`src/hdl/binary_to_decimal_ascii_top_macros.svh`:
```
// assertion helpers used by b2da_ctrl
`ifndef BINARY_TO_DECIMAL_ASCII_TOP_MACROS_SVH
`define BINARY_TO_DECIMAL_ASCII_TOP_MACROS_SVH

// condition holds in the same cycle as the trigger
`define B2DA_ASSERT_SAME(label, trig, cond, msg) \
  label: assert property (@(posedge clk) disable iff (rst) (trig) |-> (cond)) \
    else $error(msg);

// condition holds in the cycle after the trigger
`define B2DA_ASSERT_NEXT(label, trig, cond, msg) \
  label: assert property (@(posedge clk) disable iff (rst) (trig) |=> (cond)) \
    else $error(msg);

`endif

```
`src/hdl/b2da_pkg.sv`:
```
// ----------------------------------------------------------------------------
// b2da_pkg
// Shared constants and controller/datapath interface types for the
// binary to decimal text converter.
// ----------------------------------------------------------------------------
package b2da_pkg;

  localparam int DEFAULT_VALUE_BITS = 31;
  localparam int ASCII_ZERO         = 48;
  localparam int DIGIT_W            = 4;
  localparam int CHAR_W             = 6;

  // commands from the controller to the datapath
  typedef struct packed {
    logic load;
    logic dabble;
    logic digit_shift;
    logic out_load;
    logic out_last;
  } cmd_t;

  // status from the datapath to the controller
  typedef struct packed {
    logic top_zero;
  } stat_t;

endpackage

```
`src/hdl/b2da_dp.sv`:
```
// ----------------------------------------------------------------------------
// b2da_dp
// Shift-and-add-3 conversion register, digit scan shifter and output word
// register.
// ----------------------------------------------------------------------------
module b2da_dp #(
  parameter int VALUE_BITS = b2da_pkg::DEFAULT_VALUE_BITS,
  parameter int NUM_DIGITS = 10
) (
  input  logic                           clk,
  input  logic [VALUE_BITS-1:0]          value,
  input  b2da_pkg::cmd_t                 cmd,
  output b2da_pkg::stat_t                stat,
  output logic [b2da_pkg::CHAR_W-1:0]    digit_char,
  output logic                           last
);
  import b2da_pkg::*;

  localparam int BCD_W = NUM_DIGITS * DIGIT_W;

  logic [VALUE_BITS-1:0] bin;
  logic [BCD_W-1:0]      bcd;
  logic [BCD_W-1:0]      bcd_adj;
  logic [DIGIT_W-1:0]    top_digit;

  // add 3 to every digit of five or more before the shift
  always_comb begin
    for (int i = 0; i < NUM_DIGITS; i++) begin
      if (bcd[i*DIGIT_W +: DIGIT_W] >= DIGIT_W'(5)) begin
        bcd_adj[i*DIGIT_W +: DIGIT_W] = bcd[i*DIGIT_W +: DIGIT_W] + DIGIT_W'(3);
      end else begin
        bcd_adj[i*DIGIT_W +: DIGIT_W] = bcd[i*DIGIT_W +: DIGIT_W];
      end
    end
  end

  assign top_digit     = bcd[BCD_W-1 -: DIGIT_W];
  assign stat.top_zero = (top_digit == '0);

  always_ff @(posedge clk) begin
    if (cmd.load) begin
      bin <= value;
      bcd <= '0;
    end else if (cmd.dabble) begin
      {bcd, bin} <= {bcd_adj[BCD_W-2:0], bin, 1'b0};
    end else if (cmd.digit_shift) begin
      bcd <= {bcd[BCD_W-DIGIT_W-1:0], {DIGIT_W{1'b0}}};
    end
    if (cmd.out_load) begin
      digit_char <= CHAR_W'(ASCII_ZERO) + {{(CHAR_W-DIGIT_W){1'b0}}, top_digit};
      last       <= cmd.out_last;
    end
  end

endmodule

```
`src/hdl/b2da_ctrl.sv`:
```
// ----------------------------------------------------------------------------
// b2da_ctrl
// Sequencer: accepts a value, runs one conversion step per input bit, then
// scans the digits, dropping leading zeros and handing words to the output.
// ----------------------------------------------------------------------------
module b2da_ctrl #(
  parameter int VALUE_BITS = b2da_pkg::DEFAULT_VALUE_BITS,
  parameter int NUM_DIGITS = 10
) (
  input  logic            clk,
  input  logic            rst,
  input  logic            value_valid,
  output logic            value_ready,
  output logic            digit_valid,
  input  logic            digit_ready,
  output b2da_pkg::cmd_t  cmd,
  input  b2da_pkg::stat_t stat
);
  import b2da_pkg::*;
  `include "binary_to_decimal_ascii_top_macros.svh"

  localparam int BIT_W = $clog2(VALUE_BITS);
  localparam int DIG_W = $clog2(NUM_DIGITS + 1);

  typedef enum logic [1:0] {S_IDLE, S_CONV, S_EMIT} state_t;

  state_t             state;
  logic [BIT_W-1:0]   bit_cnt;
  logic [DIG_W-1:0]   dig_cnt;
  logic               started;
  logic               skip;
  logic               emit;
  logic               out_free;

  assign value_ready = (state == S_IDLE);

  always_comb begin
    out_free = !digit_valid || digit_ready;
    // leading zero, and not the final digit position
    skip = (state == S_EMIT) && stat.top_zero && !started && (dig_cnt != DIG_W'(1));
    emit = (state == S_EMIT) && !skip && out_free;
    cmd.load        = value_valid && (state == S_IDLE);
    cmd.dabble      = (state == S_CONV);
    cmd.digit_shift = skip || emit;
    cmd.out_load    = emit;
    cmd.out_last    = (dig_cnt == DIG_W'(1));
  end

  always_ff @(posedge clk) begin
    if (rst) begin
      state       <= S_IDLE;
      bit_cnt     <= '0;
      dig_cnt     <= '0;
      started     <= 1'b0;
      digit_valid <= 1'b0;
    end else begin
      case (state)
        S_IDLE: begin
          if (value_valid) begin
            state   <= S_CONV;
            bit_cnt <= BIT_W'(VALUE_BITS - 1);
            started <= 1'b0;
          end
        end
        S_CONV: begin
          if (bit_cnt == '0) begin
            state   <= S_EMIT;
            dig_cnt <= DIG_W'(NUM_DIGITS);
          end else begin
            bit_cnt <= bit_cnt - BIT_W'(1);
          end
        end
        S_EMIT: begin
          if (skip || emit) begin
            dig_cnt <= dig_cnt - DIG_W'(1);
          end
          if (emit) begin
            started <= 1'b1;
            if (dig_cnt == DIG_W'(1)) begin
              state <= S_IDLE;
            end
          end
        end
        default: begin
          state <= S_IDLE;
        end
      endcase

      if (emit) begin
        digit_valid <= 1'b1;
      end else if (digit_ready) begin
        digit_valid <= 1'b0;
      end
    end
  end

  `B2DA_ASSERT_NEXT(a_accept_starts_conv, value_valid && value_ready, state == S_CONV, "accepted word did not start conversion")
  `B2DA_ASSERT_SAME(a_no_overwrite, cmd.out_load, !digit_valid || digit_ready, "pending output word overwritten")
  `B2DA_ASSERT_NEXT(a_last_ends_run, cmd.out_load && cmd.out_last, state == S_IDLE && digit_valid, "run did not end on last digit")
  `B2DA_ASSERT_SAME(a_shift_only_in_scan, state != S_EMIT, !cmd.digit_shift && !cmd.out_load, "digit shift outside scan")

endmodule

```
`src/hdl/binary_to_decimal_ascii_top.sv`:
```
// ----------------------------------------------------------------------------
// binary_to_decimal_ascii_top
// Converts an unsigned integer to its decimal ASCII digits, most significant
// first, no leading zeros, with the final digit flagged.
//
//   channel  handshake                  payload
//   value    value_valid/value_ready    value[VALUE_BITS-1:0]
//   digit    digit_valid/digit_ready    digit_char[5:0], last
//
// A value passes through one accept step, one shift-and-add-3 step per input
// bit, then one step per digit position of the scan, leading zeros included.
// An output stall holds the scan on the next digit to be sent; the value
// side stays closed until the last digit is in the output register.
// Synchronous active-high reset clears the sequencer and the output valid.
// ----------------------------------------------------------------------------
module binary_to_decimal_ascii_top #(
  parameter int VALUE_BITS = b2da_pkg::DEFAULT_VALUE_BITS
) (
  input  logic                        clk,
  input  logic                        rst,
  input  logic                        value_valid,
  output logic                        value_ready,
  input  logic [VALUE_BITS-1:0]       value,
  output logic                        digit_valid,
  input  logic                        digit_ready,
  output logic [b2da_pkg::CHAR_W-1:0] digit_char,
  output logic                        last
);
  import b2da_pkg::*;

  // decimal length of the largest value: floor(bits * log10 2) + 1
  localparam int NUM_DIGITS = (VALUE_BITS * 30103) / 100000 + 1;

  cmd_t  cmd;
  stat_t stat;

  b2da_ctrl #(
    .VALUE_BITS (VALUE_BITS),
    .NUM_DIGITS (NUM_DIGITS)
  ) u_ctrl (
    .clk         (clk),
    .rst         (rst),
    .value_valid (value_valid),
    .value_ready (value_ready),
    .digit_valid (digit_valid),
    .digit_ready (digit_ready),
    .cmd         (cmd),
    .stat        (stat)
  );

  b2da_dp #(
    .VALUE_BITS (VALUE_BITS),
    .NUM_DIGITS (NUM_DIGITS)
  ) u_dp (
    .clk        (clk),
    .value      (value),
    .cmd        (cmd),
    .stat       (stat),
    .digit_char (digit_char),
    .last       (last)
  );

endmodule
```
`config.mk`:
```
export PLATFORM = sky130hd
export DESIGN_NAME = binary_to_decimal_ascii_top
export DESIGN_NICKNAME = d
export VERILOG_FILES = /design/src/hdl/b2da_pkg.sv /design/src/hdl/b2da_dp.sv /design/src/hdl/b2da_ctrl.sv /design/src/hdl/binary_to_decimal_ascii_top.sv
export VERILOG_INCLUDE_DIRS = /design/src /design/src/hdl
export SDC_FILE = /design/constraint.sdc
export NUM_CORES = 1
export LEC_CHECK = 0
export BUFFER_PORTS_ARGS = -buffer_cell sky130_fd_sc_hd__clkbuf_2
export CORE_MARGIN = 2
export CORE_UTILIZATION = 55
export CTS_CLUSTER_SIZE = 10
export DETAILED_ROUTE_END_ITERATION = 12
export HOLD_SLACK_MARGIN = 0.02
export PLACE_DENSITY_LB_ADDON = 0.25
export SLEW_MARGIN = 25
export SYNTH_ARGS = -nofsm -noshare
export SYNTH_HDL_FRONTEND = slang
export SYNTH_SLANG_ARGS = --single-unit
```
`constraint.sdc`:
```
create_clock -name clk -period 3.5 [get_ports clk]
set_clock_uncertainty 0.1 [all_clocks]
set_input_delay 0.175 -clock clk [delete_from_list [all_inputs] [get_ports clk]]
set_output_delay 0.175 -clock clk [all_outputs]
set_load 0.02 [all_outputs]
```
==> summary.md, run 1 <==
- Synth Area in Compound Gates: 18.6%
- sequential fraction of the synthesis area: 44.2%
- dominant combinational cell family by area after synthesis: simple AND/OR/NAND/NOR gates
- # diodes: 0
- DRC violations left: 0
- clock net sink count: 89
- Critical Path Source Type: register
- count of unique library cells instantiated by Yosys: 47
- post-synthesis xor/xnor area fraction: 2.35%
- total routing resource utilization after global routing: 23.7%
- half-perimeter wire length of the detailed placement result: 7150 µm
- remaining antenna violation count after routing: 0
- initial antenna violation count: 0
- worst-margin pin slew: 908 ps
- largest net degree at the start of global routing: 45
- CP Class: reg -> reg
- share of synthesized cell area in and, or, nand and nor gates: 21.2%
- setup repair after global routing missed its margin: no
- min-delay worst type: in -> reg
- fraction of layout cells with a size suffix above 1: 11.8%
- final-report hold violation count: 0
- per-cell via count in the routed design: 5.73
- core occupancy in the finished layout: 65.3%
- global route overflow: 0
- maximum clock insertion buffer count: 2
- Post-layout nets: 699
- run status: complete, no violations
- placed inst area: 0.00512 mm²
- clock transition at the registers of the reported paths: 100 ps
- top library cells by usage in the layout, fill and taps aside: sky130_fd_sc_hd__nand2_1, sky130_fd_sc_hd__dfxtp_1, sky130_fd_sc_hd__a21oi_1
- final weighted congestion in routability-driven placement: 0.847
- number of global-route vias before repair: 4020
- Total Die Area: 0.00958 mm²
- final cycle utilization of the critical path: 63.0%
- starting density of the core: 56.2%
- number of gates resized after cts: 0
- Clk Latency, worst-skew pair: 370 ps
- synthesis-stage register bit count: 89
- Tot Pwr: 3630 µW
- final instance area: 0.00564 mm²
- Crit Path Max Fanout: 26
- highest clock rate: 0.453 GHz
- primary flip-flop cell chosen by synthesis mapping: sky130_fd_sc_hd__dfxtp_1
- routed wire length: 11200 µm
- fraction of registers with async set/reset: 0%
- mux cell area share after synthesis: 2.06%
- number of vias in the routed layout: 4309
- placement row count: 34
- setup violators final: 0
- number of flops mapped to enable cells by yosys: 36
- WP data arrival: 2400 ps
- Syn. warnings: 0
- most common cell after layout, fill and taps aside: sky130_fd_sc_hd__nand2_1
- CTS HTree Levels: 3
- Leakage Power: 0.00230 µW
- Chip Width: 97.9 µm
- Worst slew margin: 39.5%
- Detailed Route Iter0 Violations: 221
- routed length per placed instance: 14.9 µm
- chip height: 97.9 µm
- CTS Root Cell: sky130_fd_sc_hd__clkbuf_8
- Core Box Area: 0.00864 mm²
- Post-Synth Adder-Cell Area: 6.45%
- minimum clock period: 2210 ps
- TritonCTS clock tree: yes
- power per cell area: 643 mW/mm²
- VDD IR max: 0.386 mV
- Final TNS setup: 0 ps
- endpoint type of the worst setup path: register
- detailed-routing iteration count for the pre-antenna-repair pass: 5
- post-synthesis instance area: 0.00485 mm²
- number of buffers inserted during clock tree synthesis: 9
- max-slew violation total from the final report: 0
- synthesized instance count: 577
- global-route wire length before repair: 18800 µm
- Max-Cap Viols: 0
- fillcell total: 713
- Port Buffers: 41
- number of ports placed on the die boundary: 44
- mean post-synth cell area: 8.40 µm²
- Area growth syn-to-layout: 16.3%
- Required @ worst endpoint: 3690 ps
==> worst max-delay path, cell delays in order (launching register included) <==
cell,delay (ps)
sky130_fd_sc_hd__dfxtp_1,340
sky130_fd_sc_hd__inv_1,130
sky130_fd_sc_hd__ha_1,160
sky130_fd_sc_hd__nor4b_2,320
sky130_fd_sc_hd__a21oi_2,150
sky130_fd_sc_hd__o21ai_4,450
sky130_fd_sc_hd__buf_16,220
sky130_fd_sc_hd__o211ai_1,100
sky130_fd_sc_hd__a21oi_1,170
==> what timing repair did <==
action	CTS	global route
hold buffers	31	0
setup endpoints to repair	0	0
setup buffers	0	0
hold endpoints to repair	31	0
==> through the flow <==
stage / setup slack, ps / hold slack (ps) / instances
6_report: 1290 / 41.5 / 752
5_1_grt: 1050 / 37.0 / 752
4_1_cts: 967 / 31.0 / 751
3_5_place_dp: 980 / 340 / 704
3_3_place_gp: 1100 / 333 / 704
2_1_floorplan: 1040 / 147 / 578
==> cells by family (layout without fill, tap and decap cells) <==
group,after synthesis,in the layout
flip-flops,89,89
adder cells (fa/ha/maj),25,25
XOR/XNOR,13,13
AO/OA/AOI/OAI,143,143
multiplexers,10,10
AND/OR/NAND/NOR,238,238
other,1,2
buffers and inverters,58,124
==> layout make-up <==
cell class | instances | area [µm²] | share of cell area, %
multi-input cells | 431 | 2470 | 43.8
clock inverters | 7 | 58.8 | 1.04
repair buffers | 82 | 611 | 10.8
well taps | 108 | 135 | 2.40
clock buffers | 9 | 124 | 2.20
flip-flops and latches | 89 | 2140 | 38.0
inverters | 26 | 97.6 | 1.73
==> power breakdown <==
part	total, µW	leakage [µW]	internal (µW)	switching (µW)
combinational	1330	0.00142	565	761
clock	682	0.0000929	272	410
sequential	1620	0.000793	1370	254
total	3630	0.00230	2200	1430
==> cell usage after synthesis, types with 17 or more instances <==
master / number / area [µm²]
sky130_fd_sc_hd__nor2_1: 21 / 78.8
sky130_fd_sc_hd__edfxtp_1: 36 / 1080
sky130_fd_sc_hd__nand2_1: 161 / 604
sky130_fd_sc_hd__nand3_1: 17 / 85.1
sky130_fd_sc_hd__nand2b_1: 22 / 138
sky130_fd_sc_hd__inv_1: 26 / 97.6
sky130_fd_sc_hd__o211ai_1: 18 / 135
sky130_fd_sc_hd__o21ai_0: 31 / 155
sky130_fd_sc_hd__clkbuf_1: 19 / 71.3
sky130_fd_sc_hd__ha_1: 25 / 313
sky130_fd_sc_hd__dfxtp_1: 53 / 1060
sky130_fd_sc_hd__a21oi_1: 48 / 240
==> state kept, by name, summed over array words and instances, names as in the netlist <==
signal	flops
u_dp.digit_char	4
u_dp.bin	31
u_ctrl.state	2
u_dp.last	1
u_ctrl.bit_cnt	5
u_dp.bcd	40
u_ctrl.digit_valid	1
u_ctrl.dig_cnt	4
u_ctrl.started	1
==> path summary, 6_finish.rpt <==
kind                             start                           end  slack, ps  cells past startpoint
min                           value[0]     u_dp.bin[0]$_SDFFCE_PN0P_         40                      2
max reg2reg  u_dp.bcd[37]$_SDFFE_PP0P_     u_dp.bcd[23]$_SDFFE_PP0P_       1290                      8
min reg2reg  u_dp.bcd[37]$_SDFFE_PP0P_  u_dp.digit_char[1]$_DFFE_PP_        380                      0
max          u_dp.bcd[37]$_SDFFE_PP0P_     u_dp.bcd[23]$_SDFFE_PP0P_       1290                      8
==> metal layers <==
metal | vias up | share of wire (%) | GRT usage [%]
met4 | 0 | 2.1 | 8.44
met1 | 2054 | 44 | 31.2
met5 | - | 0 | 0
met2 | 106 | 49 | 39.1
li1 | 2122 | - | -
met3 | 27 | 4.4 | 4.37
(Power assumes the default switching activity.)
==> run 2, diff against run 1 <==
==> constraint.sdc (replaced) <==
create_clock -name clk -period 2.09 [get_ports clk]
set_clock_uncertainty 0.1 [all_clocks]
set_input_delay 0.1045 -clock clk [delete_from_list [all_inputs] [get_ports clk]]
set_output_delay 0.1045 -clock clk [all_outputs]
set_load 0.02 [all_outputs]
==> run 2 against run 1 <==
Critical path depth fell by 1. Die area did not move. Clock-buffer cell count rose by 1. Register-to-register slack got worse by 1200 ps. Largest cell class unchanged. Highest routed layer unchanged.
==> summary.md, run 2 (synthesis results as in run 1) <==
- number of vias in the routed layout: 4347
- total instance count after detailed placement: 716
- Max-Cap Viols: 0
- Crit Path Max Fanout: 13
- setup slack of the worst register-to-register path: 130 ps
- initial antenna violation count: 0
- WP data arrival: 2160 ps
- VDD IR max: 0.576 mV
- clock transition at the registers of the reported paths: 100 ps
- cells on worst reg2reg path: 7
- top library cells by usage in the layout, fill and taps aside: sky130_fd_sc_hd__nand2_1, sky130_fd_sc_hd__dfxtp_1, sky130_fd_sc_hd__a21oi_1
- routed length per placed instance: 14.6 µm
- combined flip-flop and latch cell area: 0.00214 mm²
- number of global-route vias before repair: 4177
- chip height: 97.9 µm
- run status: complete, no violations
- remaining antenna violation count after routing: 0
- Detailed Route Iter0 Violations: 357
- placed inst area: 0.00524 mm²
- worst-margin pin slew: 667 ps
- detailed-routing iteration count for the pre-antenna-repair pass: 6
- half-perimeter wire length of the detailed placement result: 7080 µm
- endpoint of the worst hold path: u_ctrl.digit_valid$_SDFFE_PP0P_
- Required @ worst endpoint: 2290 ps
- Worst Hold Margin: 62.5 ps
- setup repair after global routing missed its margin: no
- global route overflow: 0
- maximum clock insertion buffer count: 2
- Worst slew margin: 55.5%
- # diodes: 0
- worst-path cell with the longest stage delay: sky130_fd_sc_hd__nor2_2
- DRC violations left: 0
- post-route setup slack: 126 ps
- Chip Width: 97.9 µm
- R2R Path End: u_dp.bcd[25]$_SDFFE_PP0P_
- Tot Pwr: 6160 µW
- Most flops, register: u_dp.bcd
- endpoint type of the worst setup path: register
- Leakage Power: 0.00237 µW
- clock net sink count: 89
- final weighted congestion in routability-driven placement: 0.836
- fraction of layout cells with a size suffix above 1: 13.5%
- filler-free cell count of the finished design: 765
- final cycle utilization of the critical path: 94.0%
- Clk Latency, worst-skew pair: 360 ps
- Max stage delay on crit path: 520 ps
- critical path's top delay family: simple AND/OR/NAND/NOR gates
- area occupied by multi-input gates: 0.00249 mm²
- sum of buffers and inverters on the critical path: 1
- largest registers in the final layout: u_dp.bcd (40), u_dp.bin (31), u_ctrl.bit_cnt (5)
- final instance area: 0.00577 mm²
- number of ports placed on the die boundary: 44
- most common cell after layout, fill and taps aside: sky130_fd_sc_hd__nand2_1
- Core Box Area: 0.00864 mm²
- number of cells on the worst hold path: 3
- starting density of the core: 56.2%
- minimum clock period: 1960 ps
- Critical Path Source Type: register
- number of buffers inserted during clock tree synthesis: 9
- startpoint of the worst register-to-register path: u_dp.bcd[37]$_SDFFE_PP0P_
- fillcell total: 674
- Post-layout nets: 712
- placement row count: 34
- TritonCTS clock tree: yes
- hold path startpoint: digit_ready
- highest clock rate: 0.509 GHz
- Area growth syn-to-layout: 18.9%
- Total Die Area: 0.00958 mm²
- CP Cell Sequence: inv_1 > ha_1 > nor4b_4 > a21oi_2 > nor2_2 > a22oi_1 > a21oi_1
- routed wire length: 11200 µm
- CP Class: reg -> reg
- max-slew violation total from the final report: 0
- largest net degree at the start of global routing: 68
- CTS HTree Levels: 3
- CTS Root Cell: sky130_fd_sc_hd__clkbuf_8
- max reg flops: 40
- total routing resource utilization after global routing: 24.3%
- worst setup path startpoint: u_dp.bcd[37]$_SDFFE_PP0P_
- Port Buffers: 41
- setup violators final: 0
- min-delay worst type: in -> reg
- global-route wire length before repair: 19100 µm
- per-cell via count in the routed design: 5.68
- final-report hold violation count: 0
- pre-CTS setup slack: -150 ps
- power per cell area: 1070 mW/mm²
## run 2: what timing repair did
action | 4_1_cts | 5_1_grt
endpoints found under the setup margin | 13 | 28
resized for setup | 1 | 4
buffers inserted | 0 | 0
hold buffers | 33 | 0
endpoints found under the hold margin | 43 | 0
## run 2: how the worst max path moves through the flow
stage	endpoint	slack, ps	cells after the start
floorplan	u_dp.bin[0]$_SDFFCE_PN0P_	70	5
global placement	u_dp.bcd[37]$_SDFFE_PP0P_	-70	7
detailed placement	u_dp.bcd[37]$_SDFFE_PP0P_	-150	7
CTS	u_dp.bcd[22]$_SDFFE_PP0P_	80	9
global route	u_dp.bcd[5]$_SDFFE_PP0P_	4	7
finish	u_dp.bcd[25]$_SDFFE_PP0P_	130	7
## run 2: power breakdown
group | switching, µW | total (µW) | internal (µW)
Combinational | 1320 | 2350 | 1030
Sequential | 403 | 2690 | 2290
Clock | 670 | 1120 | 447
Total | 2390 | 6160 | 3770
## run 2: stage by stage
stage | util (%) | setup TNS, ps
after floorplan | - | 0
after global placement | 60.7 | -533
after detailed placement | 60.7 | -1280
after CTS | 66.6 | 0
after global routing | 66.8 | 0
final | 66.8 | 0
## run 2: cell type report
| class | instances | share of cell area, % |
|---|---|---|
| Sequential cell | 89 | 37.2 |
| Tap cell | 108 | 2.34 |
| Clock inverter | 6 | 0.889 |
| Multi-Input combinational cell | 431 | 43.2 |
| Timing Repair Buffer | 95 | 12.5 |
| Inverter | 26 | 1.69 |
| Clock buffer | 10 | 2.21 |
## run 2: per-layer routing
layer	GRT usage (%)	wire, µm	vias up
met2	40.4	5480	122
met3	3.44	443	28
met4	11.0	320	0
li1	-	-	2147
met5	0	0	-
met1	31.5	4940	2050
## run 2: tightest hold or removal path, delay by kind of cell
family                 cells  cell delay, ps
and+or+nand+nor            1             200
buffers and inverters      1              80
AOI/OAI and AO/OA          1              90
==> run 3, diff against run 2 <==
--- a/config.mk
+++ b/config.mk
@@ -6,11 +6,11 @@
 export SDC_FILE = /design/constraint.sdc
 export NUM_CORES = 1
 export LEC_CHECK = 0
-export BUFFER_PORTS_ARGS = -buffer_cell sky130_fd_sc_hd__clkbuf_2
 export CORE_MARGIN = 2
 export CORE_UTILIZATION = 55
 export CTS_CLUSTER_SIZE = 10
 export DETAILED_ROUTE_END_ITERATION = 12
+export DONT_BUFFER_PORTS = 1
 export HOLD_SLACK_MARGIN = 0.02
 export PLACE_DENSITY_LB_ADDON = 0.25
 export SLEW_MARGIN = 25
==> constraint.sdc (replaced) <==
create_clock -name clk -period 2.09 [get_ports clk]
set_clock_uncertainty 0.1 [all_clocks]
set_input_delay 0.3135 -clock clk [delete_from_list [all_inputs] [get_ports clk]]
set_output_delay 0.3135 -clock clk [all_outputs]
set_load 0.02 [all_outputs]
==> run 3 against run 2 <==
Combinational power is 5% lower. First-iteration DRC count is 33% lower. Clock-buffer cell count stayed put. Utilization is 3.4 points lower. Worst hold slack worse by 27 ps. Highest routed layer unchanged. Clock power is 9.8% higher.
==> summary.md, run 3 (synthesis results as in run 1) <==
- max-slew violation total from the final report: 0
- combinational group share of total power: 36.3%
- combined flip-flop and latch cell area: 0.00214 mm²
- setup bufs post-CTS: 0
- Max-Cap Viols: 0
- Clk Latency, worst-skew pair: 360 ps
- met2 wire length: 5370 µm
- Max stage delay on crit path: 410 ps
- max reg flops: 40
- setup slack of the worst register-to-register path: 100 ps
- WL met3: 579 µm
- remaining antenna violation count after routing: 0
- initial antenna violation count: 0
- worst setup path startpoint: u_ctrl.dig_cnt[1]$_SDFFE_PP0P_
- relative contribution of the clock network to total power: 19.9%
- minimum clock period: 1990 ps
- setup violators final: 0
- highest clock rate: 0.504 GHz
- Port Buffers: 0
- CP Class: reg -> reg
- fillcell total: 721
- VDD IR max: 0.563 mV
- total routing resource utilization after global routing: 23.2%
- routed length per placed instance: 15.3 µm
- R2R Path End: u_dp.bcd[29]$_SDFFE_PP0P_
- Worst Hold Margin: 35.9 ps
- number of vias in the routed layout: 4114
- CTS HTree Levels: 3
- per-cell via count in the routed design: 5.78
- Most flops, register: u_dp.bcd
- Required @ worst endpoint: 2240 ps
- fraction of layout cells with a size suffix above 1: 7.28%
- setup repair after global routing missed its margin: no
- routed wire length: 10900 µm
- core occupancy in the finished layout: 63.4%
- pre-CTS setup slack: 102 ps
- uppermost routed layer: met4
- portion of total power attributed to sequential cells: 43.8%
- endpoint type of the worst setup path: register
- min-delay worst type: in -> reg
- largest registers in the final layout: u_dp.bcd (40), u_dp.bin (31), u_ctrl.bit_cnt (5)
- area occupied by multi-input gates: 0.00249 mm²
- TritonCTS clock tree: yes
- maximum clock insertion buffer count: 2
- WP data arrival: 2130 ps
- Detailed Route Iter0 Violations: 239
- placement row count: 34
- final cycle utilization of the critical path: 95.0%
- P_int: 3830 µW
- startpoint of the worst register-to-register path: u_ctrl.dig_cnt[1]$_SDFFE_PP0P_
- CTS Root Cell: sky130_fd_sc_hd__clkbuf_8
- most common cell after layout, fill and taps aside: sky130_fd_sc_hd__nand2_1
- Leakage Power: 0.00216 µW
- Sw Pwr: 2350 µW
- DRC violations left: 0
- Chip Width: 97.9 µm
- CP Cell Sequence: inv_1 > ha_1 > or3b_4 > a21oi_2 > nor2_1 > buf_4 > a22oi_1 > a21oi_1
- cells on worst reg2reg path: 8
- clock net sink count: 89
- Critical Path Source Type: register
- capturing instance or port of the critical path: u_dp.bcd[29]$_SDFFE_PP0P_
- post-route setup slack: 104 ps
- Core Box Area: 0.00864 mm²
- chip height: 97.9 µm
- clock transition at the registers of the reported paths: 90 ps
- Final TNS setup: 0 ps
- met1 WL: 4760 µm
- global-route wire length before repair: 18100 µm
- run status: complete, no violations
- worst-path cell with the longest stage delay: sky130_fd_sc_hd__or3b_4
- Post-layout nets: 659
- Tot Pwr: 6180 µW
- number of global-route vias before repair: 3904
- Total Die Area: 0.00958 mm²
- final weighted congestion in routability-driven placement: 0.827
- number of buffers inserted during clock tree synthesis: 9
- number of ports placed on the die boundary: 44
- half-perimeter wire length of the detailed placement result: 7130 µm
- final-report hold violation count: 0
- global route overflow: 0
- starting density of the core: 56.2%
- top library cells by usage in the layout, fill and taps aside: sky130_fd_sc_hd__nand2_1, sky130_fd_sc_hd__dfxtp_1, sky130_fd_sc_hd__a21oi_1
- Area growth syn-to-layout: 12.9%
- largest net degree at the start of global routing: 53
- # diodes: 0
- detailed-routing iteration count for the pre-antenna-repair pass: 5
- sw frac: 38.0%
- power per cell area: 1130 mW/mm²
- Crit Path Max Fanout: 10
[run 3: cell count changes in the layout (fill, tap and decap cells not counted), sizes merged]
| cell | previous run | this run |
|---|---|---|
| buf | 21 | 19 |
| bufinv | 0 | 1 |
| clkbuf | 51 | 10 |
| clkinvlp | 3 | 1 |
| dlygate4sd3 | 33 | 23 |
| inv | 28 | 29 |
[run 3: timing repair]
item	4_1_cts	5_1_grt
hold buffers	22	1
gates resized for setup	0	1
hold endpoints to repair	34	1
setup endpoints to repair	0	1
[run 3: cell type report]
type | count | share of cell area, %
Tap cell | 108 | 2.47
Clock buffer | 10 | 2.33
Multi-Input combinational cell | 431 | 45.5
Sequential cell | 89 | 39.1
Timing Repair Buffer | 42 | 7.50
Clock inverter | 6 | 1.33
Inverter | 26 | 1.78
[run 3: worst max-delay path, delay by kind of cell (launching register included)]
family	cells	cell delay [ps]
DFF	1	330
buffers and inverters	2	270
AOI/OAI and AO/OA	3	550
and+or+nand+nor	2	500
adders and majority gates	1	130
[run 3: metrics by stage]
step | cells | cell area [µm²]
2_1_floorplan | 578 | 4860
3_3_place_gp | 673 | 5030
3_5_place_dp | 673 | 5030
4_1_cts | 711 | 5460
5_1_grt | 712 | 5470
6_report | 712 | 5470
[run 3: worst min-delay path by stage]
stage | startpoint | to | slack, ps | cells past startpoint
after global routing | value[6] | u_dp.bin[6]$_DFFE_PP_ | 30 | 2
after detailed placement | rst | u_ctrl.bit_cnt[2]$_SDFFE_PP0P_ | 290 | 1
after floorplan | rst | u_ctrl.dig_cnt[1]$_SDFFE_PP0P_ | 290 | 1
after global placement | rst | u_ctrl.digit_valid$_SDFFE_PP0P_ | 290 | 1
after CTS | value[25] | u_dp.bin[25]$_DFFE_PP_ | 20 | 2
final | value[6] | u_dp.bin[6]$_DFFE_PP_ | 40 | 2
[run 3: routing by layer]
layer / global-route usage (%) / vias up
met3: 4.80 / 16
met1: 30.3 / 1944
met2: 37.9 / 111
met5: 0 / -
li1: - / 2043
met4: 9.29 / 0
[run 3: power by group through the flow]
| stage | Clock, µW | Combinational [µW] | Sequential [µW] |
|---|---|---|---|
| after floorplan | 0 | 1730 | 2610 |
| after global placement | 0 | 2070 | 2720 |
| after detailed placement | 0 | 2190 | 2730 |
| after CTS | 1240 | 2240 | 2700 |
| after global routing | 1340 | 2570 | 2760 |
| final | 1230 | 2240 | 2710 |
